==> src/sv/wpsd_pkg.sv <==
// wpsd_pkg: shared constants, types and codes for the wrapped point sum dedup block
// no dependencies; every other file of the block refers to it by scoped names

package wpsd_pkg;

    // store geometry
    localparam int TABLE_DEPTH = 256;
    localparam int IDX_W       = $clog2(TABLE_DEPTH);
    localparam int CNT_W       = $clog2(TABLE_DEPTH + 1);

    // fixed point format of the coordinates
    localparam int FRAC_BITS = 24;
    localparam int IN_W      = 32;

    // result field widths, fixed by the stream format
    localparam int COORD_W = 24;
    localparam int ENTRY_W = 8;
    localparam int COUNT_W = 9;

    // tolerance register
    localparam int           TOL_W     = 32;
    localparam logic [31:0]  TOL_RESET = 32'd281;

    // distance arithmetic
    localparam int SQ_W   = 2 * FRAC_BITS;
    localparam int DIST_W = SQ_W + 2;
    localparam int CMP_W  = (DIST_W > TOL_W) ? DIST_W : TOL_W;

    // queue between front and back
    localparam int QUEUE_DEPTH = 2;
    localparam int QPTR_W      = $clog2(QUEUE_DEPTH);
    localparam int QCNT_W      = $clog2(QUEUE_DEPTH + 1);

    // stream widths and field offsets
    localparam int IN_TDATA_W   = 6 * IN_W;
    localparam int OUT_FIELDS_W = 3 * COORD_W + 1 + ENTRY_W + 1 + COUNT_W;
    localparam int OUT_TDATA_W  = ((OUT_FIELDS_W + 7) / 8) * 8;
    localparam int OUT_PAD_W    = OUT_TDATA_W - OUT_FIELDS_W;
    localparam int OFS_IS_NEW   = 3 * COORD_W;
    localparam int OFS_ENTRY    = OFS_IS_NEW + 1;
    localparam int OFS_FULL     = OFS_ENTRY + ENTRY_W;
    localparam int OFS_COUNT    = OFS_FULL + 1;

    // one wrapped point
    typedef struct packed {
        logic [FRAC_BITS-1:0] z;
        logic [FRAC_BITS-1:0] y;
        logic [FRAC_BITS-1:0] x;
    } point_t;

    // head of the queue as seen by the back part
    typedef struct packed {
        logic   valid;
        point_t point;
    } queue_out_t;

    // one result item
    typedef struct packed {
        logic [COUNT_W-1:0] unique_count;
        logic               table_full;
        logic [ENTRY_W-1:0] entry_index;
        logic               is_new;
        logic [COORD_W-1:0] sum_z;
        logic [COORD_W-1:0] sum_y;
        logic [COORD_W-1:0] sum_x;
    } result_t;

    // back part sequencer
    typedef enum logic [1:0] {
        B_IDLE,
        B_SCAN,
        B_DONE
    } back_state_t;

endpackage

==> src/sv/wpsd_front.sv <==
// wpsd_front: accepts input requests, forms the wrapped sum and hands it to the queue
// depends on wpsd_pkg

module wpsd_front
(
    input  logic                              clk,
    input  logic                              rst_n,
    input  logic                              in_valid,
    output logic                              in_ready,
    input  logic [wpsd_pkg::IN_TDATA_W-1:0]   in_data,
    output logic                              push_valid,
    input  logic                              push_ready,
    output wpsd_pkg::point_t                  push_point
);

    logic             hold_valid_reg;
    logic             hold_valid_next;
    wpsd_pkg::point_t hold_point_reg;
    wpsd_pkg::point_t sum_point;
    logic             in_fire;

    // wrap by keeping only the fraction bits of each coordinate sum
    always_comb
    begin
        sum_point.x = in_data[0 * wpsd_pkg::IN_W +: wpsd_pkg::FRAC_BITS]
                    + in_data[3 * wpsd_pkg::IN_W +: wpsd_pkg::FRAC_BITS];
        sum_point.y = in_data[1 * wpsd_pkg::IN_W +: wpsd_pkg::FRAC_BITS]
                    + in_data[4 * wpsd_pkg::IN_W +: wpsd_pkg::FRAC_BITS];
        sum_point.z = in_data[2 * wpsd_pkg::IN_W +: wpsd_pkg::FRAC_BITS]
                    + in_data[5 * wpsd_pkg::IN_W +: wpsd_pkg::FRAC_BITS];
    end

    // holding stage ahead of the queue
    assign in_ready   = !hold_valid_reg || push_ready;
    assign in_fire    = in_valid && in_ready;
    assign push_valid = hold_valid_reg;
    assign push_point = hold_point_reg;

    always_comb
    begin
        hold_valid_next = hold_valid_reg;
        if (in_fire)
        begin
            hold_valid_next = 1'b1;
        end
        else if (push_ready)
        begin
            hold_valid_next = 1'b0;
        end
    end

    always_ff @(posedge clk or negedge rst_n)
    begin
        if (!rst_n)
        begin
            hold_valid_reg <= 1'b0;
        end
        else
        begin
            hold_valid_reg <= hold_valid_next;
        end
    end

    always_ff @(posedge clk)
    begin
        if (in_fire)
        begin
            hold_point_reg <= sum_point;
        end
    end

endmodule

==> config.mk <==
export PLATFORM = sky130hd
export DESIGN_NAME = wpsd_front
export DESIGN_NICKNAME = d
export VERILOG_FILES = /design/src/sv/wpsd_pkg.sv /design/src/sv/wpsd_front.sv
export SDC_FILE = /design/constraint.sdc
export NUM_CORES = 1
export LEC_CHECK = 0
export ABC_AREA = 1
export BUFFER_PORTS_ARGS = -buffer_cell sky130_fd_sc_hd__buf_2
export CORE_ASPECT_RATIO = 1.4
export CORE_MARGIN = 4
export CORE_UTILIZATION = 50
export DETAILED_ROUTE_END_ITERATION = 10
export PLACE_DENSITY = 0.92
export SYNTH_ARGS = -nofsm -noshare
export SYNTH_HDL_FRONTEND = slang
export SYNTH_SLANG_ARGS = --single-unit
==> constraint.sdc <==
create_clock -name clk -period 6.2 [get_ports clk]
set_input_delay 0.62 -clock clk [delete_from_list [all_inputs] [get_ports clk]]
set_output_delay 0.62 -clock clk [all_outputs]
set_load 0.02 [all_outputs]
# Yosys cells after proc, flatten, opt, wreduce, memory -nomap -nowiden
# Cells that the tools add are included.
# op_classes
n_reduce_logical,4
add_sub_neg,3
muxes,2
# ops
operator,n
$add A24 B24 Y24,3
$mux W1,2
$reduce_bool A2 Y1,1
$logic_and A1 B1 Y1,1
$logic_not A1 Y1,1
$logic_or A1 B1 Y1,1
# totals
out_inout_bits,74
word_cells,13
in_bits,196
reg_bits,73

# Longest topological paths before layout
# Gate-level depths: netlist of run 1.
# depth
word_depth,4
ltp_mapped,11
mapped_depth_nobuf,11

# Worst setup path before layout of run 1
# OpenSTA, ideal clock, no wires.
# synth_path
path_kind,input port to flip-flop
startpoint,input in_valid
endpoint,"register hold_point_reg (netlist bit push_point[0]), enable pin"
path_buffers,0
arrival_time_ns,4.151
setup_ns,0.526
path_stages,2
setup_slack_ns,1.523
t_required_ns,5.674
cell_sequence,inv_1 -> a21oi_1
# synth_between
elab_chain_len,1
# synth_rtl
element,line_no,source
"start, declared",wpsd_front.sv:8,"input logic in_valid,"
$logic_and A1 B1 Y1,wpsd_front.sv:35,assign in_fire = in_valid && in_ready;
"end signal, assigned",wpsd_front.sv:68,hold_point_reg <= sum_point;
"end, declared",wpsd_front.sv:18,wpsd_pkg::point_t hold_point_reg;
# No other way between the ends.
# A chain may end at the register's enable or synchronous reset.

# Worst setup path in the final report of run 1
# layout_path
startpoint,register hold_valid_reg (netlist: push_valid)
endpoint,"register hold_point_reg (netlist bit push_point[20]), enable pin"
# layout_between
elab_chain_len,3
# layout_rtl
element,line_no,source
"start, declared",wpsd_front.sv:16,logic hold_valid_reg;
"start signal, assigned",wpsd_front.sv:60,hold_valid_reg <= hold_valid_next;
$logic_not A1 Y1,wpsd_front.sv:34,assign in_ready = !hold_valid_reg || push_ready;
$logic_or A1 B1 Y1,wpsd_front.sv:34,
$logic_and A1 B1 Y1,wpsd_front.sv:35,
# No other way between the ends.

==> results of run 1 <==
-- registers in the layout, summed over array words and instances (netlist names) --
signal and count:
push_valid 1, push_point 72
-- power groups by stage --
stage | Sequential, uW | Clock, uW | Combinational, uW
final | 636 | 572 | 682
after global placement | 645 | 0 | 665
after global routing | 640 | 605 | 760
after floorplan | 714 | 0 | 386
after CTS | 636 | 584 | 680
after detailed placement | 646 | 0 | 676
-- per-layer routing --
metal  up-vias  share of wire (%)  track usage (%)
li1       3921                  -                -
met1      3372                 35             26.7
met2       306                 54             52.5
met3        75                7.0             5.46
met4         8                4.3             13.3
met5         -               0.25                0
-- cells by family after synthesis --
group,count (synthesis)
AOI/OAI and AO/OA,41
xor gates and xnor gates,39
adders and majority gates,72
buffers and inverters,235
DFF,73
and+or+nand+nor,664
-- cell type report --
cell class,instances,area (um^2)
fill,1371,5430
clock inverter,6,90.1
timing repair buffer,222,1110
sequential,73,2190
tap,189,236
clock buffer,10,229
multi-input combinational,816,4270
inverter,235,882
-- how the worst max path moves through the flow --
stage               startpoint              to  slack [ps]  cells after the start
floorplan             in_valid   push_point[0]        1520                      2
global placement    push_ready  push_point[44]        3520                      4
detailed placement  push_ready  push_point[42]        3460                      4
CTS                 push_valid  push_point[21]        3790                      2
global route        push_valid  push_point[26]        3670                      2
finish              push_valid  push_point[20]        3820                      2
-- cell usage in the layout, fill, tap and decap left out, drive strengths merged --
master	count
inv	237
a21oi	41
nand3	69
ha	69
fa	3
buf	222
nand4	15
xor2	35
clkbuf	10
bufinv	2
dfrtp	1
nor3	5
nand2	483
and2	3
clkinv	2
xnor2	4
nor2	83
edfxtp	72
nand3b	6
-- per-stage QoR --
step | hold WS, ps | setup WS (ps) | std cells | power, uW
after floorplan | 324 | 1520 | 1124 | 1100
after global placement | 395 | 3520 | 1535 | 1310
after detailed placement | 397 | 3460 | 1535 | 1320
after CTS | 36.3 | 3790 | 1551 | 1900
after global routing | 36.5 | 3670 | 1551 | 2000
final | 48.0 | 3820 | 1551 | 1890
-- worst max-delay path: stages, from the launching register on --
cell	delay, ps
dfrtp_1	410
a21oi_4	920
buf_4	620
==> results.json, run 1 <==
{
  "setup_violations": 0,
  "cts_resized": 0,
  "seq_power_share_pct": 33.6,
  "routed_wl_mm": 22.5,
  "start_util_pct": 50.7,
  "core_um2": 14400,
  "cp_data_arrival_time_ps": 2350,
  "hold_viol_final": 0,
  "setup.worst_path.class": "reg2reg",
  "die_area_um2": 16700,
  "num_io_pins": 270,
  "synth_common_cells": "nand2_1 (463), inv_1 (235), edfxtp_1 (72), ha_1 (69), nand3_1 (69)",
  "p_int_uw": 1210,
  "synth-xor-area-share_pct": 4.66,
  "hp-class": "in2async",
  "synth_compound_area_share_pct": 2.80,
  "worstMarginPinSlew_ps": 1200,
  "cts_buffers": 9,
  "power.density_nw_per_um2": 210,
  "timing.setup.tns_ps": 0,
  "synth.most_common_cell": "nand2_1",
  "reg2regPathDepth": 2,
  "dieHeight_um": 151,
  "final_antenna_net_count": 0,
  "insertedDiodeCount": 0,
  "synth_top_family_by_area": "simple AND/OR/NAND/NOR gates",
  "finalCritPeriodShare_pct": 38.4,
  "cp_max_fo": 38,
  "via_count": 7682,
  "clk_latency_ps": 330,
  "netlist.area_leader.share_pct": 29.5,
  "hold_buffers": 0,
  "synthAdderAreaFrac_pct": 12.6,
  "gp_congestion": 1.02,
  "grt_use_total_pct": 27.1,
  "route.detailed.drc": 0,
  "synth.area.mux_share_pct": 0,
  "numPortBuffers": 221,
  "drt_iter0_drc": 375,
  "netSwitchingPower_uw": 679,
  "clock_path_buffers": 2,
  "drive_gt1_share_pct": 20.6,
  "syn_inst": 1124,
  "h-tree-depth": 3,
  "synth_area_leaders": "edfxtp_1 (29%), nand2_1 (24%), inv_1 (12%), ha_1 (12%), nand3_1 (4.7%)",
  "grt_pass1_vias": 7493,
  "rr_endpoint": "push_point[20]",
  "seq_area_frac_synth_pct": 29.8,
  "syn_area_um2": 7330,
  "die_width_um": 110,
  "swShare_pct": 35.9,
  "placed_area_um2": 8690,
  "gr-total-overflow": 0,
  "yosys_warnings": 0,
  "critPathCaptureType": "flip-flop",
  "vias_per_cell": 4.95,
  "synth_edf_count": 72,
  "synth_top_area_cell": "edfxtp_1",
  "rsz0062_at_grt": "false",
  "grt_pass1_wl_mm": 34.6,
  "place_hpwl_mm": 19.0,
  "synth_top_flop_cell": "edfxtp_1",
  "drv_cap": 0,
  "cp.required_ps": 6170,
  "yosys.area_share.simple_pct": 38.1,
  "ys_async_sr_fraction_pct": 1.37,
  "max_freq_mhz": 420,
  "pwr-share-comb_pct": 36.1,
  "timing.slew.headroom_pct": 20.0,
  "clock_skew_ps": 5.56,
  "ir_worst_vdd_mv": 0.125,
  "min_period_ps": 2380,
  "drv_slew": 0,
  "r2r_slack_ps": 3820,
  "yosysUniqueCellTypes": 18,
  "final_util_pct": 62.4,
  "status": "completed",
  "area_growth_pct": 22.9,
  "cts_tree": "done",
  "r2r_start": "push_valid",
  "clk_pin_slew_worst_paths_ps": 60,
  "cts_sinks": 73,
  "final_area_um2": 9010,
  "rows": 52,
  "cts-root-buf": "clkbuf_16",
  "p_leak_uw": 0.00526,
  "cp-start-kind": "flip-flop",
  "grt_max_degree": 39,
  "fin_nets": 1625,
  "cts_setup_buffers": 0,
  "first_pass_iters": 7,
  "pwr-share-clk_pct": 30.2,
  "wl_per_cell_um": 14.5,
  "antenna_found_initial": 4,
  "synth_nets": 1392,
  "avgSynthCellArea_um2": 6.52,
  "synth-seq-cells": 73
}
No activity file was read; power rests on OpenSTA's default activity.
==> run 2: changes to the inputs <==
==> constraint.sdc (replaced) <==
create_clock -name clk -period 2.35 [get_ports clk]
set_input_delay 0.235 -clock clk [delete_from_list [all_inputs] [get_ports clk]]
set_output_delay 0.235 -clock clk [all_outputs]
set_load 0.02 [all_outputs]
==> results.json, run 2 (synthesis results as in run 1) <==
{
  "status": "completed",
  "cp_data_arrival_time_ps": 1880,
  "drv_slew": 0,
  "final_cell_mix": "nand2_1 (463), inv_1 (235), buf_2 (221)",
  "drv_cap": 0,
  "fin_ws_ps": 543,
  "routed_wl_mm": 22.4,
  "cts-root-buf": "clkbuf_16",
  "cp-start-kind": "primary input",
  "ir_worst_vdd_mv": 0.293,
  "route.detailed.drc": 0,
  "critPathTopFamily": "adder cells",
  "antenna_found_initial": 1,
  "drive_gt1_share_pct": 20.6,
  "core_um2": 14400,
  "cts_resized": 0,
  "rows": 52,
  "fillerInstances": 1358,
  "hold_viol_final": 0,
  "grt_use_total_pct": 27.0,
  "die_width_um": 110,
  "cp.required_ps": 2420,
  "grt_pass1_vias": 7642,
  "crit_top_cell": "nand2_1",
  "clk_latency_ps": 330,
  "num_io_pins": 270,
  "drt_iter0_drc": 397,
  "multi_input_area_um2": 4270,
  "timing.slew.headroom_pct": 71.8,
  "largest_register_ffs": 72,
  "h-tree-depth": 3,
  "grt_max_degree": 73,
  "min_period_ps": 1810,
  "cts_buffers": 9,
  "setup.worst_path.class": "in2reg",
  "hp-class": "in2reg",
  "rsz0062_at_grt": "false",
  "critPathCaptureType": "flip-flop",
  "final_antenna_net_count": 0,
  "clk_pin_slew_worst_paths_ps": 60,
  "power.density_nw_per_um2": 565,
  "first_pass_iters": 5,
  "start_util_pct": 50.7,
  "max_freq_mhz": 553,
  "cp_max_fo": 4,
  "gr-total-overflow": 0,
  "dpl_worst_slack_ps": 246,
  "gp_congestion": 0.975,
  "cp_cell_sequence": "buf_2 > ha_1 > fa_1 > nand3_1 > nand3_1 > nand2_1 > nand2_2 > nand2_1 > nand2_1 > xor2_1",
  "fin_nets": 1626,
  "setup_violations": 0,
  "seq_area_um2": 2190,
  "p_leak_uw": 0.00528,
  "critPathMaxStageDelay_ps": 490,
  "via_count": 7773,
  "worstMarginPinSlew_ps": 423,
  "grt_pass1_wl_mm": 34.6,
  "area_growth_pct": 23.6,
  "dieHeight_um": 151,
  "clock_skew_ps": 4.06,
  "numPortBuffers": 221,
  "cts_sinks": 73,
  "die_area_um2": 16700,
  "place_hpwl_mm": 18.8,
  "path_buf_inv": 1,
  "vias_per_cell": 5.00,
  "finalCritPeriodShare_pct": 76.9,
  "slowest_stage": "fa_1",
  "cts_tree": "done",
  "wl_per_cell_um": 14.4,
  "final_common_cell": "nand2_1",
  "clock_path_buffers": 2,
  "timing.setup.tns_ps": 0
}
[run 2: worst reg2reg max path: cells and delay by family, from the launching register on]
kind	cells	cell delay, ps
DFF	1	420
buffers and inverters	1	380
AOI/OAI and AO/OA	1	180
[run 2: worst paths after layout]
path / startpoint / endpoint / slack [ps] / cells after the start
setup / recovery: in_data[32] / push_point[36] / 540 / 10
hold reg to reg: push_valid / push_valid / 590 / 2
max in group asynchronous: rst_n / push_valid / 2060 / 2
hold / removal: in_valid / push_valid / 130 / 3
min in group asynchronous: rst_n / push_valid / 200 / 2
setup reg to reg: push_valid / push_point[18] / 990 / 2
[run 2: timing repair]
action                                 4_1_cts  5_1_grt
setup buffers                                0        0
hold buffers                                 1        0
endpoints found under the hold margin        1        0
[run 2: final cells by class]
class	instances	share of cell area, %
inverters	235	9.73
well taps	189	2.61
flip-flops and latches	73	24.1
clock buffers	10	2.53
diodes	2	0.0552
multi-input cells	816	47.1
clock inverters	6	1.27
repair buffers	223	12.5
[run 2: per-layer routing]
layer	vias to the layer above	track usage, %	share of wire [%]
li1	3937	-	-
met1	3417	27.1	35
met2	337	50.5	52
met3	80	5.16	7.8
met4	2	15.5	5.4
met5	-	0	0.049
[run 2: per-stage QoR]
stage	power [uW]	hold WS, ps	instance area, um^2	utilization, %	cells
2_1_floorplan	2900	-60.6	7340	-	1124
3_3_place_gp	3450	11.5	8700	60.3	1535
3_5_place_dp	3490	11.5	8700	60.3	1535
4_1_cts	5130	133	9060	62.7	1552
5_1_grt	5420	153	9060	62.7	1552
6_report	5120	133	9060	62.7	1554
[run 2: where the power goes]
part	total (uW)	internal, uW	switching, uW	leakage (uW)
logic	1810	624	1180	0.00442
registers	1680	1640	38.1	0.000699
clock network	1640	1040	595	0.000163
total	5120	3310	1810	0.00528
==> run 3: changes to the inputs <==
==> constraint.sdc (replaced) <==
create_clock -name clk -period 1.7 [get_ports clk]
set_input_delay 0.17 -clock clk [delete_from_list [all_inputs] [get_ports clk]]
set_output_delay 0.17 -clock clk [all_outputs]
set_load 0.02 [all_outputs]
==> results.json, run 3 (synthesis results as in run 1) <==
{
  "status": "completed",
  "final_cell_mix": "nand2_1 (463), inv_1 (235), buf_2 (221)",
  "drv_cap": 0,
  "drv_slew": 0,
  "drive_gt1_share_pct": 24.5,
  "ir_worst_vdd_mv": 0.435,
  "die_width_um": 110,
  "setup.worst_path.class": "in2reg",
  "fin_ws_ps": 157,
  "min_period_ps": 1540,
  "wl_per_cell_um": 14.3,
  "clk_pin_slew_worst_paths_ps": 60,
  "cp-start-kind": "primary input",
  "first_pass_iters": 5,
  "max_freq_mhz": 648,
  "die_area_um2": 16700,
  "cts_sinks": 73,
  "fin_nets": 1695,
  "place_hpwl_mm": 19.7,
  "fillerInstances": 1309,
  "grt_use_total_pct": 27.9,
  "dp.cells": 1604,
  "grt_pass1_vias": 7887,
  "clk_latency_ps": 340,
  "multi_input_area_um2": 4270,
  "cts_tree": "done",
  "cp_data_arrival_time_ps": 1630,
  "finalCritPeriodShare_pct": 90.8,
  "hold_depth": 3,
  "routed_wl_mm": 23.2,
  "via_count": 8003,
  "timing.slew.headroom_pct": 71.8,
  "rr_endpoint": "push_point[20]",
  "cts_buffers": 9,
  "hp-class": "in2reg",
  "rsz0062_at_grt": "false",
  "reg2regPathDepth": 2,
  "crit_start": "in_data[32]",
  "core_um2": 14400,
  "final_common_cell": "nand2_1",
  "gp_congestion": 1.01,
  "cp_max_fo": 3,
  "seq_area_um2": 2190,
  "setup_violations": 0,
  "r2r_slack_ps": 330,
  "cp.required_ps": 1790,
  "largest_register_ffs": 72,
  "start_util_pct": 50.7,
  "numPortBuffers": 221,
  "grt_pass1_wl_mm": 35.7,
  "vias_per_cell": 4.94,
  "worstMarginPinSlew_ps": 423,
  "h-tree-depth": 3,
  "clock_skew_ps": 6.03,
  "holdPathEnd": "push_valid",
  "clock_path_buffers": 2,
  "grt_max_degree": 43,
  "power_uw": 7300,
  "drt_iter0_drc": 427,
  "power.density_nw_per_um2": 762,
  "dpl_worst_slack_ps": -168,
  "rows": 52,
  "cts_setup_buffers": 0,
  "gr-total-overflow": 0,
  "num_io_pins": 270,
  "r2r_start": "push_valid",
  "critPathCaptureType": "flip-flop",
  "final_cells": 1621,
  "insertedDiodeCount": 0,
  "hold_start": "in_valid",
  "area_growth_pct": 30.7,
  "hold_viol_final": 0,
  "final_antenna_net_count": 0,
  "cts-root-buf": "clkbuf_16",
  "antenna_found_initial": 2,
  "route.detailed.drc": 0,
  "final_util_pct": 66.3,
  "p_leak_uw": 0.00561,
  "dieHeight_um": 151
}
[run 3: critical path, cell delays in order]
cell	delay [ps]
buf_2	100
ha_1	240
fa_1	440
nand3_1	100
nand3_1	120
nand2_1	100
nand2_2	80
nand3_1	90
nand2_1	70
nand2_1	80
nand2_1	50
[run 3: worst max path at each step]
stage / to / slack [ps] / cells after the start
CTS: push_point[40] / 180 / 11
global route: push_point[16] / 60 / 11
global placement: push_point[46] / -110 / 10
floorplan: push_point[0] / -430 / 1
finish: push_point[40] / 160 / 11
detailed placement: push_point[40] / -170 / 11
[run 3: metal layers]
metal  up-vias  wire length, um  GRT usage [%]
met5         -               26              0
met4         4             1010           13.0
met3        64             1610           5.25
met2       323            12100           52.4
met1      3543             8440           29.3
li1       4069                -              -
[run 3: final cells by class]
type,count,area share (%)
multi-input cells,816,44.6
flip-flops and latches,73,22.8
repair buffers,292,17.3
inverters,235,9.21
well taps,189,2.47
clock buffers,10,2.39
clock inverters,6,1.21
[run 3: where the power goes]
group | leakage, uW | total [uW] | internal, uW | switching (uW)
Combinational | 0.00475 | 2730 | 1040 | 1690
Sequential | 0.000698 | 2330 | 2270 | 60.1
Clock | 0.000167 | 2250 | 1440 | 807
[run 3: metrics by stage]
stage	setup TNS [ps]	hold slack, ps	cell area [um^2]
after floorplan	-30990	-126	7340
after global placement	-968	-52.2	9220
after detailed placement	-2180	-52.6	9220
after CTS	0	52.3	9580
after global routing	0	65.6	9580
final	0	58.8	9580
[run 3: timing repair]
action	4_1_cts	5_1_grt
endpoints found under the hold margin	1	0
endpoints found under the setup margin	0	0
resized for setup	0	0
hold buffers	1	0
