===== src/sv/wpsd_pkg.sv =====
// wpsd_pkg: shared constants, types and codes for the wrapped point sum dedup block
// no dependencies; every other file of the block refers to it by scoped names

package wpsd_pkg;

    // store geometry
    localparam int TABLE_DEPTH = 256;
    localparam int IDX_W       = $clog2(TABLE_DEPTH);
    localparam int CNT_W       = $clog2(TABLE_DEPTH + 1);

    // fixed point format of the coordinates
    localparam int FRAC_BITS = 24;
    localparam int IN_W      = 32;

    // result field widths, fixed by the stream format
    localparam int COORD_W = 24;
    localparam int ENTRY_W = 8;
    localparam int COUNT_W = 9;

    // tolerance register
    localparam int           TOL_W     = 32;
    localparam logic [31:0]  TOL_RESET = 32'd281;

    // distance arithmetic
    localparam int SQ_W   = 2 * FRAC_BITS;
    localparam int DIST_W = SQ_W + 2;
    localparam int CMP_W  = (DIST_W > TOL_W) ? DIST_W : TOL_W;

    // queue between front and back
    localparam int QUEUE_DEPTH = 2;
    localparam int QPTR_W      = $clog2(QUEUE_DEPTH);
    localparam int QCNT_W      = $clog2(QUEUE_DEPTH + 1);

    // stream widths and field offsets
    localparam int IN_TDATA_W   = 6 * IN_W;
    localparam int OUT_FIELDS_W = 3 * COORD_W + 1 + ENTRY_W + 1 + COUNT_W;
    localparam int OUT_TDATA_W  = ((OUT_FIELDS_W + 7) / 8) * 8;
    localparam int OUT_PAD_W    = OUT_TDATA_W - OUT_FIELDS_W;
    localparam int OFS_IS_NEW   = 3 * COORD_W;
    localparam int OFS_ENTRY    = OFS_IS_NEW + 1;
    localparam int OFS_FULL     = OFS_ENTRY + ENTRY_W;
    localparam int OFS_COUNT    = OFS_FULL + 1;

    // one wrapped point
    typedef struct packed {
        logic [FRAC_BITS-1:0] z;
        logic [FRAC_BITS-1:0] y;
        logic [FRAC_BITS-1:0] x;
    } point_t;

    // head of the queue as seen by the back part
    typedef struct packed {
        logic   valid;
        point_t point;
    } queue_out_t;

    // one result item
    typedef struct packed {
        logic [COUNT_W-1:0] unique_count;
        logic               table_full;
        logic [ENTRY_W-1:0] entry_index;
        logic               is_new;
        logic [COORD_W-1:0] sum_z;
        logic [COORD_W-1:0] sum_y;
        logic [COORD_W-1:0] sum_x;
    } result_t;

    // back part sequencer
    typedef enum logic [1:0] {
        B_IDLE,
        B_SCAN,
        B_DONE
    } back_state_t;

endpackage


===== src/sv/wpsd_queue.sv =====
// wpsd_queue: short queue of wrapped points between the front and back parts
// depends on wpsd_pkg

module wpsd_queue
(
    input  logic                   clk,
    input  logic                   rst_n,
    input  logic                   push_valid,
    output logic                   push_ready,
    input  wpsd_pkg::point_t       push_point,
    output wpsd_pkg::queue_out_t   head,
    input  logic                   pop
);

    wpsd_pkg::point_t                entry_reg [wpsd_pkg::QUEUE_DEPTH];
    logic [wpsd_pkg::QPTR_W-1:0]     wr_ptr_reg;
    logic [wpsd_pkg::QPTR_W-1:0]     wr_ptr_next;
    logic [wpsd_pkg::QPTR_W-1:0]     rd_ptr_reg;
    logic [wpsd_pkg::QPTR_W-1:0]     rd_ptr_next;
    logic [wpsd_pkg::QCNT_W-1:0]     fill_reg;
    logic [wpsd_pkg::QCNT_W-1:0]     fill_next;
    logic                            push;
    logic                            do_pop;

    assign push_ready = (fill_reg != wpsd_pkg::QCNT_W'(wpsd_pkg::QUEUE_DEPTH));
    assign push       = push_valid && push_ready;
    assign do_pop     = pop && (fill_reg != '0);

    assign head.valid = (fill_reg != '0);
    assign head.point = entry_reg[rd_ptr_reg];

    // pointer and fill update with wrap at the queue depth
    always_comb
    begin
        wr_ptr_next = wr_ptr_reg;
        rd_ptr_next = rd_ptr_reg;
        fill_next   = fill_reg;
        if (push)
        begin
            wr_ptr_next = (wr_ptr_reg == wpsd_pkg::QPTR_W'(wpsd_pkg::QUEUE_DEPTH - 1))
                        ? '0 : wr_ptr_reg + 1'b1;
        end
        if (do_pop)
        begin
            rd_ptr_next = (rd_ptr_reg == wpsd_pkg::QPTR_W'(wpsd_pkg::QUEUE_DEPTH - 1))
                        ? '0 : rd_ptr_reg + 1'b1;
        end
        if (push && !do_pop)
        begin
            fill_next = fill_reg + 1'b1;
        end
        else if (!push && do_pop)
        begin
            fill_next = fill_reg - 1'b1;
        end
    end

    always_ff @(posedge clk or negedge rst_n)
    begin
        if (!rst_n)
        begin
            wr_ptr_reg <= '0;
            rd_ptr_reg <= '0;
            fill_reg   <= '0;
        end
        else
        begin
            wr_ptr_reg <= wr_ptr_next;
            rd_ptr_reg <= rd_ptr_next;
            fill_reg   <= fill_next;
        end
    end

    // storage
    always_ff @(posedge clk)
    begin
        if (push)
        begin
            entry_reg[wr_ptr_reg] <= push_point;
        end
    end

endmodule


===== config.mk =====
export PLATFORM = sky130hd
export DESIGN_NAME = wpsd_queue
export DESIGN_NICKNAME = d
export VERILOG_FILES = /design/src/sv/wpsd_pkg.sv /design/src/sv/wpsd_queue.sv
export SDC_FILE = /design/constraint.sdc
export NUM_CORES = 1
export LEC_CHECK = 0
export BUFFER_PORTS_ARGS = -buffer_cell sky130_fd_sc_hd__clkbuf_2
export CAP_MARGIN = 25
export CORE_ASPECT_RATIO = 1.5
export CORE_MARGIN = 5
export CORE_UTILIZATION = 30
export CTS_CLUSTER_SIZE = 16
export DETAILED_ROUTE_END_ITERATION = 10
export GPL_TIMING_DRIVEN = 1
export MAX_ROUTING_LAYER = met4
export SKIP_LAST_GASP = 1
export SLEW_MARGIN = 25
export SYNTH_ARGS = -nofsm -noshare
export SYNTH_HDL_FRONTEND = slang
export SYNTH_SLANG_ARGS = --single-unit

===== constraint.sdc =====
create_clock -name clk -period 9.1 [get_ports clk]
set_input_delay 2.275 -clock clk [delete_from_list [all_inputs] [get_ports clk]]
set_output_delay 2.275 -clock clk [all_outputs]
set_load 0.01 [all_outputs]

# Yosys cells after proc, flatten, opt, wreduce, memory -nomap -nowiden
# Memory sizes are Yosys's and may differ from the RTL's.
# Cells that the tools add are included.
[word_totals] mem_bits_rw=144 memories=1 reg_bits=4 out_inout_bits=74 wordCells=23 inputBits=76
[classes] n_eq_ne=1 n_mux=6 addsub=4 n_reduce_logical=8
[memory_table] name="entry_reg" words=2 width=72 read_ports=1 rd_ports_with_merged_regs=0 wr=1 line_no="wpsd_queue.sv:15" rtl="wpsd_pkg::point_t entry_reg [wpsd_pkg::QUEUE_DEPTH];"
[ops] op="logical AND 1 bit" count=4
[ops] op="2-to-1 mux 1 bit" count=4
[ops] op="2-to-1 mux 2 bit" count=2
[ops] op="nonzero test 2 bit" count=2
[ops] op="adder 1 bit, second input constant" count=2
[ops] op="adder 2 x 1 -> 2 bit, second input constant" count=1
[ops] op="logical NOT 1 bit" count=2
[ops] op="inequality test 2 bit, second input constant" count=1
[ops] op="subtractor 2 x 1 -> 2 bit, second input constant" count=1

# Longest topological paths before layout
# Gate-level depths: netlist (run 1).
[logic_depth] depth_word=6 depth_mapped=7 mapped_depth_nobuf=7

# Worst setup path before layout (run 1)
# Ideal clock, no wire load.
[synth_timing] kind="input -> register" startpoint="input port push_valid" endpoint="memory entry_reg[0][0] (netlist name) (enable)" path_buffers=0 required_time_ps=8597 setup_slack_ps=3225 stages=2 arrival_time_ps=5373 setup_ps=503 cell_sequence="nand2_1 > nor2_1"
[synth_via] elab_chain_cells=3
[synth_rtl] item="start: declaration" line_no="wpsd_queue.sv:8" rtl="input logic push_valid,"
[synth_rtl] item="logical AND 1 bit" line_no="wpsd_queue.sv:26" rtl="assign push = push_valid && push_ready;"
[synth_rtl] item="2-to-1 mux 1 bit" line_no="wpsd_queue.sv:77" rtl="if (push)"
[synth_rtl] item="2-to-1 mux 1 bit (implied by the code)" line_no="wpsd_queue.sv:79" rtl="entry_reg[wr_ptr_reg] <= push_point;"
[synth_rtl] item="end: declaration" line_no="wpsd_queue.sv:15"
# No other way between the ends.

==> results.txt, run 1 <==
Status -> finished clean
Hold Crit Endpoint -> fill_reg[1]
Max Clock Skew -> 9.20 ps
Total gr overflow -> 0
Reg-to-Reg End -> entry_reg[0][28]
First-pass GRT wire length -> 16300 um
Syn-to-layout area delta -> 27.3%
Setup Crit Path Kind -> reg -> out
Total GRT Usage -> 10.2%
Period utilization -> 52.6%
Worst-Margin Slew -> 778 ps
DR WL/cell -> 15.6 um
Commonest non-fill, non-tap cell in the layout -> clkbuf_2
Port bufs -> 149
Clock slew at reported path FFs -> 60 ps
Relative slew slack -> 48.2%
Hold depth -> 1
Initial antenna violation count -> 0
Layout cells sized above 1 -> 61.6%
Die W -> 123 um
CTS tree -> done
DR iter-0 viols -> 140
TritonRoute pass-1 iters -> 4
RSZ-0062 raised after global routing -> false
Peak VDD IR -> 0.127 mV
Diode count -> 0
Reg2reg path depth -> 4
Arrival @ worst endpoint -> 2510 ps
Overall die height -> 179 um
Clk_lat worst skew -> 410 ps
Worst path bufs/invs -> 2
Reg2Reg Setup Slack -> 7040 ps
Fmax -> 209 MHz
Sequential area share after synthesis -> 77.1%
Final Cell Area -> 0.00731 mm^2
CP delay by family, top -> buffers and inverters
CTS H-tree lvls -> 4
Worst setup SP type -> register
Syn Std Cell Area -> 0.00574 mm^2
Final Critical Period -> 4790 ps
Final setup viols -> 0
Net Count, Synth -> 319
RR Startpoint -> fill_reg[0]
Register Area -> 0.00443 mm^2
DRC -> 0
Worst Path Max Fanout -> 43
FP Rows -> 62
Syn Area/Cell -> 23.7 um^2
Place WS -> 4670 ps
Largest stage delay on the critical path -> 800 ps
Largest net degree at the start of global routing -> 73
Static Leak -> 2.93 nW
Max-cap viol count -> 0
CTS buffer count -> 17
Clk buf depth -> 2
CTS root buf -> clkbuf_16
Power Density -> 330 mW/mm^2
Hold WC Path Type -> reg -> reg
Post-CTS resize count -> 0
Cell breakdown of the critical path -> buf_4 > mux2_2 > clkbuf_2
Main area contributors after synthesis -> edfxtp_1, mux2_4, buf_12
Max-slew violation count -> 0
Area of the multi-input gates -> 0.00117 mm^2
Final GP Congestion -> 0.685
Vias in the first global route -> 3154
Fin. Hold Viols -> 0
Post-route core utilization -> 38.4%
Die ar. -> 0.0221 mm^2
Final ANT Viol Nets -> 0
Area leader, netlist -> edfxtp_1
Nets@finish -> 483
Most frequent cells in the layout -> clkbuf_2, edfxtp_1, mux2_4
Placed Area -> 0.00671 mm^2
Wirelength, routed -> 10500 um
Top Ports -> 150
Hold Crit Start -> fill_reg[1]
Area share of the largest cell type after synthesis -> 75.3%
Setup slack after layout -> 4310 ps
Number of flip-flops in the largest register -> 144
DP HPWL -> 7200 um
Initial Util -> 30.2%
Setup crit end kind -> primary output
Crit-path slowest cell -> dfrtp_4
Core Area -> 0.0190 mm^2
Yosys cell types -> 15
Yosys warns -> 0
Fillers -> 1766
Synth Register Bits -> 148
Vias/cell -> 4.11
DR vias -> 2772
Post-Syn Instances -> 242
# hold bufs at CTS -> 0
Postcts setup bufs -> 0
Pwr Total -> 0.00241 W
Setup TNS Final -> 0 ps
Critical Path RT -> 6830 ps
CTS sink cnt -> 148
-- logic make-up after synthesis --
group / count (synthesis) / share of synthesized area (%)
AND/OR/NAND/NOR: 7 / 0.589
XOR/XNOR: 5 / 0.763
flip-flops: 148 / 77.1
multiplexers: 72 / 18.6
adder cells (fa/ha/maj): 1 / 0.218
buffers and inverters: 9 / 2.70
-- worst max-delay path by stage --
stage                     from  cells past startpoint               to
global placement    rd_ptr_reg                      3         head[52]
finish              rd_ptr_reg                      3         head[56]
global route        rd_ptr_reg                      3         head[56]
floorplan           push_valid                      2  entry_reg[0][0]
detailed placement  rd_ptr_reg                      3         head[56]
CTS                 rd_ptr_reg                      3         head[56]
-- metal layers --
layer / part of all wire [%] / GRT usage [%] / up-vias / routed length, um
li1: - / - / 1283 / -
met1: 34 / 9.71 / 1389 / 3630
met2: 58 / 18.3 / 92 / 6060
met3: 6.8 / 3.58 / 8 / 711
met4: 1.1 / 4.08 / 0 / 119
met5: 0 / - / - / 0
-- cell type report --
| class | count | share of cell area (%) |
|---|---|---|
| Clock buffer | 17 | 5.82 |
| Clock inverter | 15 | 2.14 |
| Inverter | 1 | 0.0514 |
| Multi-Input combinational cell | 85 | 16.0 |
| Sequential cell | 148 | 60.6 |
| Tap cell | 256 | 4.38 |
| Timing Repair Buffer | 153 | 11.0 |
-- cells in the mapped netlist --
cell / number
and3_1: 1
buf_12: 7
buf_6: 1
dfrtp_1: 4
edfxtp_1: 144
ha_1: 1
inv_1: 1
mux2_2: 3
mux2_4: 69
nand2_1: 2
nand2b_1: 1
nor2_1: 2
or2_1: 1
xnor2_1: 3
xor2_1: 2
-- per-stage QoR --
step,std cells,hold slack [ps]
floorplan,242,456
global route,675,533
CTS,674,524
finish,675,510
detailed placement,642,509
global placement,641,478
-- report_power, final --
part	switching [W]	internal [W]	total, W
clock network	0.000276	0.000405	0.000681
logic	0.000340	0.000377	0.000717
registers	0.0000776	0.000933	0.00101
total	0.000694	0.00172	0.00241
Note: power is estimated with default switching activity, not from simulation.
==> inputs of run 2 (changes only) <==
==> constraint.sdc (replaced) <==
create_clock -name clk -period 4.75 [get_ports clk]
set_input_delay 1.1875 -clock clk [delete_from_list [all_inputs] [get_ports clk]]
set_output_delay 1.1875 -clock clk [all_outputs]
set_load 0.01 [all_outputs]
==> results.txt, run 2 (same netlist as run 1, synthesis figures left out) <==
Status -> finished clean
Peak VDD IR -> 0.565 mV
DP HPWL -> 7210 um
Period utilization -> 69.9%
Overall die height -> 179 um
CTS tree -> done
DRC -> 0
RR Startpoint -> fill_reg[0]
Vias in the first global route -> 3103
DR WL/cell -> 15.6 um
Flop pwr share -> 40.0%
Relative slew slack -> 58.7%
FP Rows -> 62
Most frequent cells in the layout -> clkbuf_2, edfxtp_1, mux2_4
Postcts setup bufs -> 0
Die ar. -> 0.0221 mm^2
Post-CTS resize count -> 0
Fin. Hold Viols -> 0
Hold WC Path Type -> reg -> reg
Final ANT Viol Nets -> 0
Setup TNS Final -> 0 ps
Final GP Congestion -> 0.692
Max-cap viol count -> 0
CTS sink cnt -> 148
Dpl cells -> 642
Setup crit end kind -> primary output
Vias/cell -> 4.11
Die W -> 123 um
Total gr overflow -> 0
TritonRoute pass-1 iters -> 4
Power Density -> 655 mW/mm^2
Logic pwr share -> 28.3%
Reg2Reg Setup Slack -> 2950 ps
CTS buffer count -> 17
Worst setup SP type -> register
Final Critical Period -> 3320 ps
Cell Int Power -> 0.00355 W
Commonest non-fill, non-tap cell in the layout -> clkbuf_2
Clk buf depth -> 2
Port bufs -> 149
First-pass GRT wire length -> 16500 um
Clk_lat worst skew -> 400 ps
DR iter-0 viols -> 92
Critical Path RT -> 3560 ps
Fillers -> 1758
Reg2reg path depth -> 3
Syn-to-layout area delta -> 29.1%
Nets@finish -> 483
Setup Crit Path Kind -> reg -> out
Max-slew violation count -> 0
Hold WS -> 498 ps
RSZ-0062 raised after global routing -> false
Diode count -> 0
DR vias -> 2767
Core Area -> 0.0190 mm^2
Fmax -> 301 MHz
Initial antenna violation count -> 0
Hold Crit Start -> fill_reg[1]
Final setup viols -> 0
Layout cells sized above 1 -> 61.5%
Sw Ratio -> 26.9%
CTS H-tree lvls -> 4
Total GRT Usage -> 10.2%
Number of flip-flops in the largest register -> 144
Post-route core utilization -> 39.0%
Switching pwr -> 0.00130 W
Clock share of power -> 31.7%
Initial Util -> 30.2%
Largest net degree at the start of global routing -> 73
Pwr Total -> 0.00485 W
Wirelength, routed -> 10500 um
Hold depth -> 1
Reg-to-Reg End -> entry_reg[1][33]
Static Leak -> 2.99 nW
Worst Path Max Fanout -> 42
Clock slew at reported path FFs -> 60 ps
CTS root buf -> clkbuf_16
Worst-Margin Slew -> 620 ps
# hold bufs at CTS -> 0
Arrival @ worst endpoint -> 2140 ps
Fin cells -> 674
Hold Crit Endpoint -> fill_reg[1]
Top Ports -> 150
Max Clock Skew -> 9.48 ps
## run 2: final cells by class
type | count | area [um^2] | area share [%]
flip-flops and latches | 148 | 4430 | 59.8
multi-input cells | 85 | 1170 | 15.8
inverters | 1 | 3.75 | 0.0507
clock buffers | 18 | 429 | 5.79
well taps | 256 | 320 | 4.32
clock inverters | 13 | 254 | 3.43
repair buffers | 153 | 801 | 10.8
## run 2: how the worst max path moves through the flow
stage,from,endpoint,slack (ps),depth (start not counted)
final,rd_ptr_reg,head[3],1430,3
after global routing,rd_ptr_reg,head[3],1320,3
after CTS,rd_ptr_reg,head[3],1360,3
after detailed placement,rd_ptr_reg,head[16],1810,3
after global placement,rd_ptr_reg,head[16],1840,3
after floorplan,push_valid,entry_reg[0][0],1170,2
## run 2: per-layer routing
metal	GRT usage (%)	share of wire [%]	routed length, um
met1	10.3	37	3860
met2	17.9	56	5860
met3	3.49	6.0	637
met4	3.77	1.6	171
met5	-	0	0
## run 2: worst max-delay path, cell delays in order (launching register included)
cell and delay (ps):
dfrtp_4 820, buf_12 390, mux2_4 340, clkbuf_2 130
## run 2: power by group through the flow
stage	combinational (W)	sequential (W)	clock [W]
finish	0.00137	0.00194	0.00154
CTS	0.00141	0.00195	0.00157
detailed placement	0.00140	0.00198	0
global route	0.00149	0.00198	0.00163
floorplan	0.00111	0.00189	0
global placement	0.00139	0.00196	0
## run 2: through the flow
stage	worst slack, ps	instance area [um^2]
after global routing	1320	7410
after floorplan	1170	5740
after global placement	1840	6710
after detailed placement	1810	6710
final	1430	7410
after CTS	1360	7390
==> inputs of run 3 (changes only) <==
==> constraint.sdc (replaced) <==
create_clock -name clk -period 3 [get_ports clk]
set_input_delay 0.75 -clock clk [delete_from_list [all_inputs] [get_ports clk]]
set_output_delay 0.75 -clock clk [all_outputs]
set_load 0.01 [all_outputs]
==> results.txt, run 3 (same netlist as run 1, synthesis figures left out) <==
Fmax -> 374 MHz
Sw Ratio -> 28.6%
Final setup viols -> 0
Hold WS -> 145 ps
RR Startpoint -> fill_reg[0]
Status -> finished clean
Max Clock Skew -> 5.63 ps
Max-slew violation count -> 0
FP Rows -> 62
Most frequent cells in the layout -> clkbuf_2, edfxtp_1, mux2_4
Cell Int Power -> 0.00532 W
Total GRT Usage -> 10.6%
Port bufs -> 149
Clock share of power -> 29.0%
Post-CTS resize count -> 0
Syn-to-layout area delta -> 28.1%
Max-cap viol count -> 0
Logic pwr share -> 30.2%
Setup crit end kind -> primary output
Final Critical Period -> 2670 ps
Power Density -> 1010 mW/mm^2
Flop pwr share -> 40.8%
Relative slew slack -> 58.1%
Final ANT Viol Nets -> 0
Fillers -> 1764
Diode count -> 0
Worst setup SP type -> register
# hold bufs at CTS -> 0
Register Area -> 0.00443 mm^2
CTS buffer count -> 17
Wirelength, routed -> 10900 um
CTS root buf -> clkbuf_16
Peak VDD IR -> 0.612 mV
Core Area -> 0.0190 mm^2
DR iter-0 viols -> 142
DRC -> 0
Nets@finish -> 484
First-pass GRT wire length -> 16700 um
Period utilization -> 89.1%
Commonest non-fill, non-tap cell in the layout -> clkbuf_2
Worst Path Max Fanout -> 29
Reg2reg path depth -> 3
Static Leak -> 2.96 nW
Reg2Reg Setup Slack -> 1230 ps
Overall die height -> 179 um
Postcts setup bufs -> 0
Fin. Hold Viols -> 0
DP HPWL -> 7580 um
RSZ-0062 raised after global routing -> false
Layout cells sized above 1 -> 61.9%
Clock slew at reported path FFs -> 60 ps
Clk buf depth -> 2
Final GP Congestion -> 0.664
Clk_lat worst skew -> 410 ps
Worst-Margin Slew -> 629 ps
Setup TNS Final -> 0 ps
CTS sink cnt -> 148
Largest net degree at the start of global routing -> 45
DR vias -> 2782
Area of the multi-input gates -> 0.00117 mm^2
Die ar. -> 0.0221 mm^2
Total gr overflow -> 0
Final Cell Area -> 0.00735 mm^2
Placed Area -> 0.00675 mm^2
CTS H-tree lvls -> 4
Critical Path RT -> 2250 ps
Hold WC Path Type -> in -> async
TritonRoute pass-1 iters -> 4
CTS tree -> done
Top Ports -> 150
Reg-to-Reg End -> entry_reg[1][33]
Vias/cell -> 4.12
Arrival @ worst endpoint -> 1920 ps
Number of flip-flops in the largest register -> 144
Setup Crit Path Kind -> reg -> out
Initial Util -> 30.2%
DR WL/cell -> 16.2 um
Crit path launch -> rd_ptr_reg
Switching pwr -> 0.00213 W
Die W -> 123 um
Initial antenna violation count -> 0
Vias in the first global route -> 3179
## run 3: power by group through the flow
stage          logic, W  registers [W]  clock network (W)
2_1_floorplan   0.00176        0.00298                  0
3_3_place_gp    0.00230        0.00306                  0
3_5_place_dp    0.00232        0.00309                  0
4_1_cts         0.00232        0.00305            0.00222
5_1_grt         0.00241        0.00309            0.00233
6_report        0.00225        0.00304            0.00216
## run 3: metal layers
metal	GRT usage, %	wire length (um)	part of all wire (%)	vias up
li1	-	-	-	1286
met1	10.6	4120	38	1385
met2	18.6	5980	55	94
met3	3.33	635	5.8	17
met4	4.62	193	1.8	0
met5	-	0	0	-
## run 3: per-stage QoR
stage | cells | setup WS (ps) | util (%) | total power (W)
after floorplan | 242 | 87.3 | - | 0.00474
after global placement | 644 | 751 | 35.5 | 0.00537
after detailed placement | 644 | 732 | 35.5 | 0.00541
after CTS | 676 | 272 | 38.7 | 0.00760
after global routing | 676 | 239 | 38.7 | 0.00783
final | 676 | 328 | 38.7 | 0.00745
## run 3: layout make-up
class / count / share of cell area [%]
Clock buffer: 18 / 5.84
Clock inverter: 14 / 2.43
Inverter: 1 / 0.0510
Multi-Input combinational cell: 85 / 15.9
Sequential cell: 148 / 60.2
Tap cell: 256 / 4.36
Timing Repair Buffer: 154 / 11.2
## run 3: how the worst max path moves through the flow
| stage | endpoint | slack, ps | cells past startpoint |
|---|---|---|---|
| finish | head[52] | 330 | 3 |
| detailed placement | head[51] | 730 | 3 |
| global route | head[51] | 240 | 3 |
| CTS | head[51] | 270 | 3 |
| floorplan | entry_reg[1][0] | 90 | 1 |
| global placement | head[52] | 750 | 3 |
## run 3: critical path: stages (launching register included)
cell and delay (ps):
dfrtp_4 700, buf_12 290, mux2_2 370, clkbuf_2 130
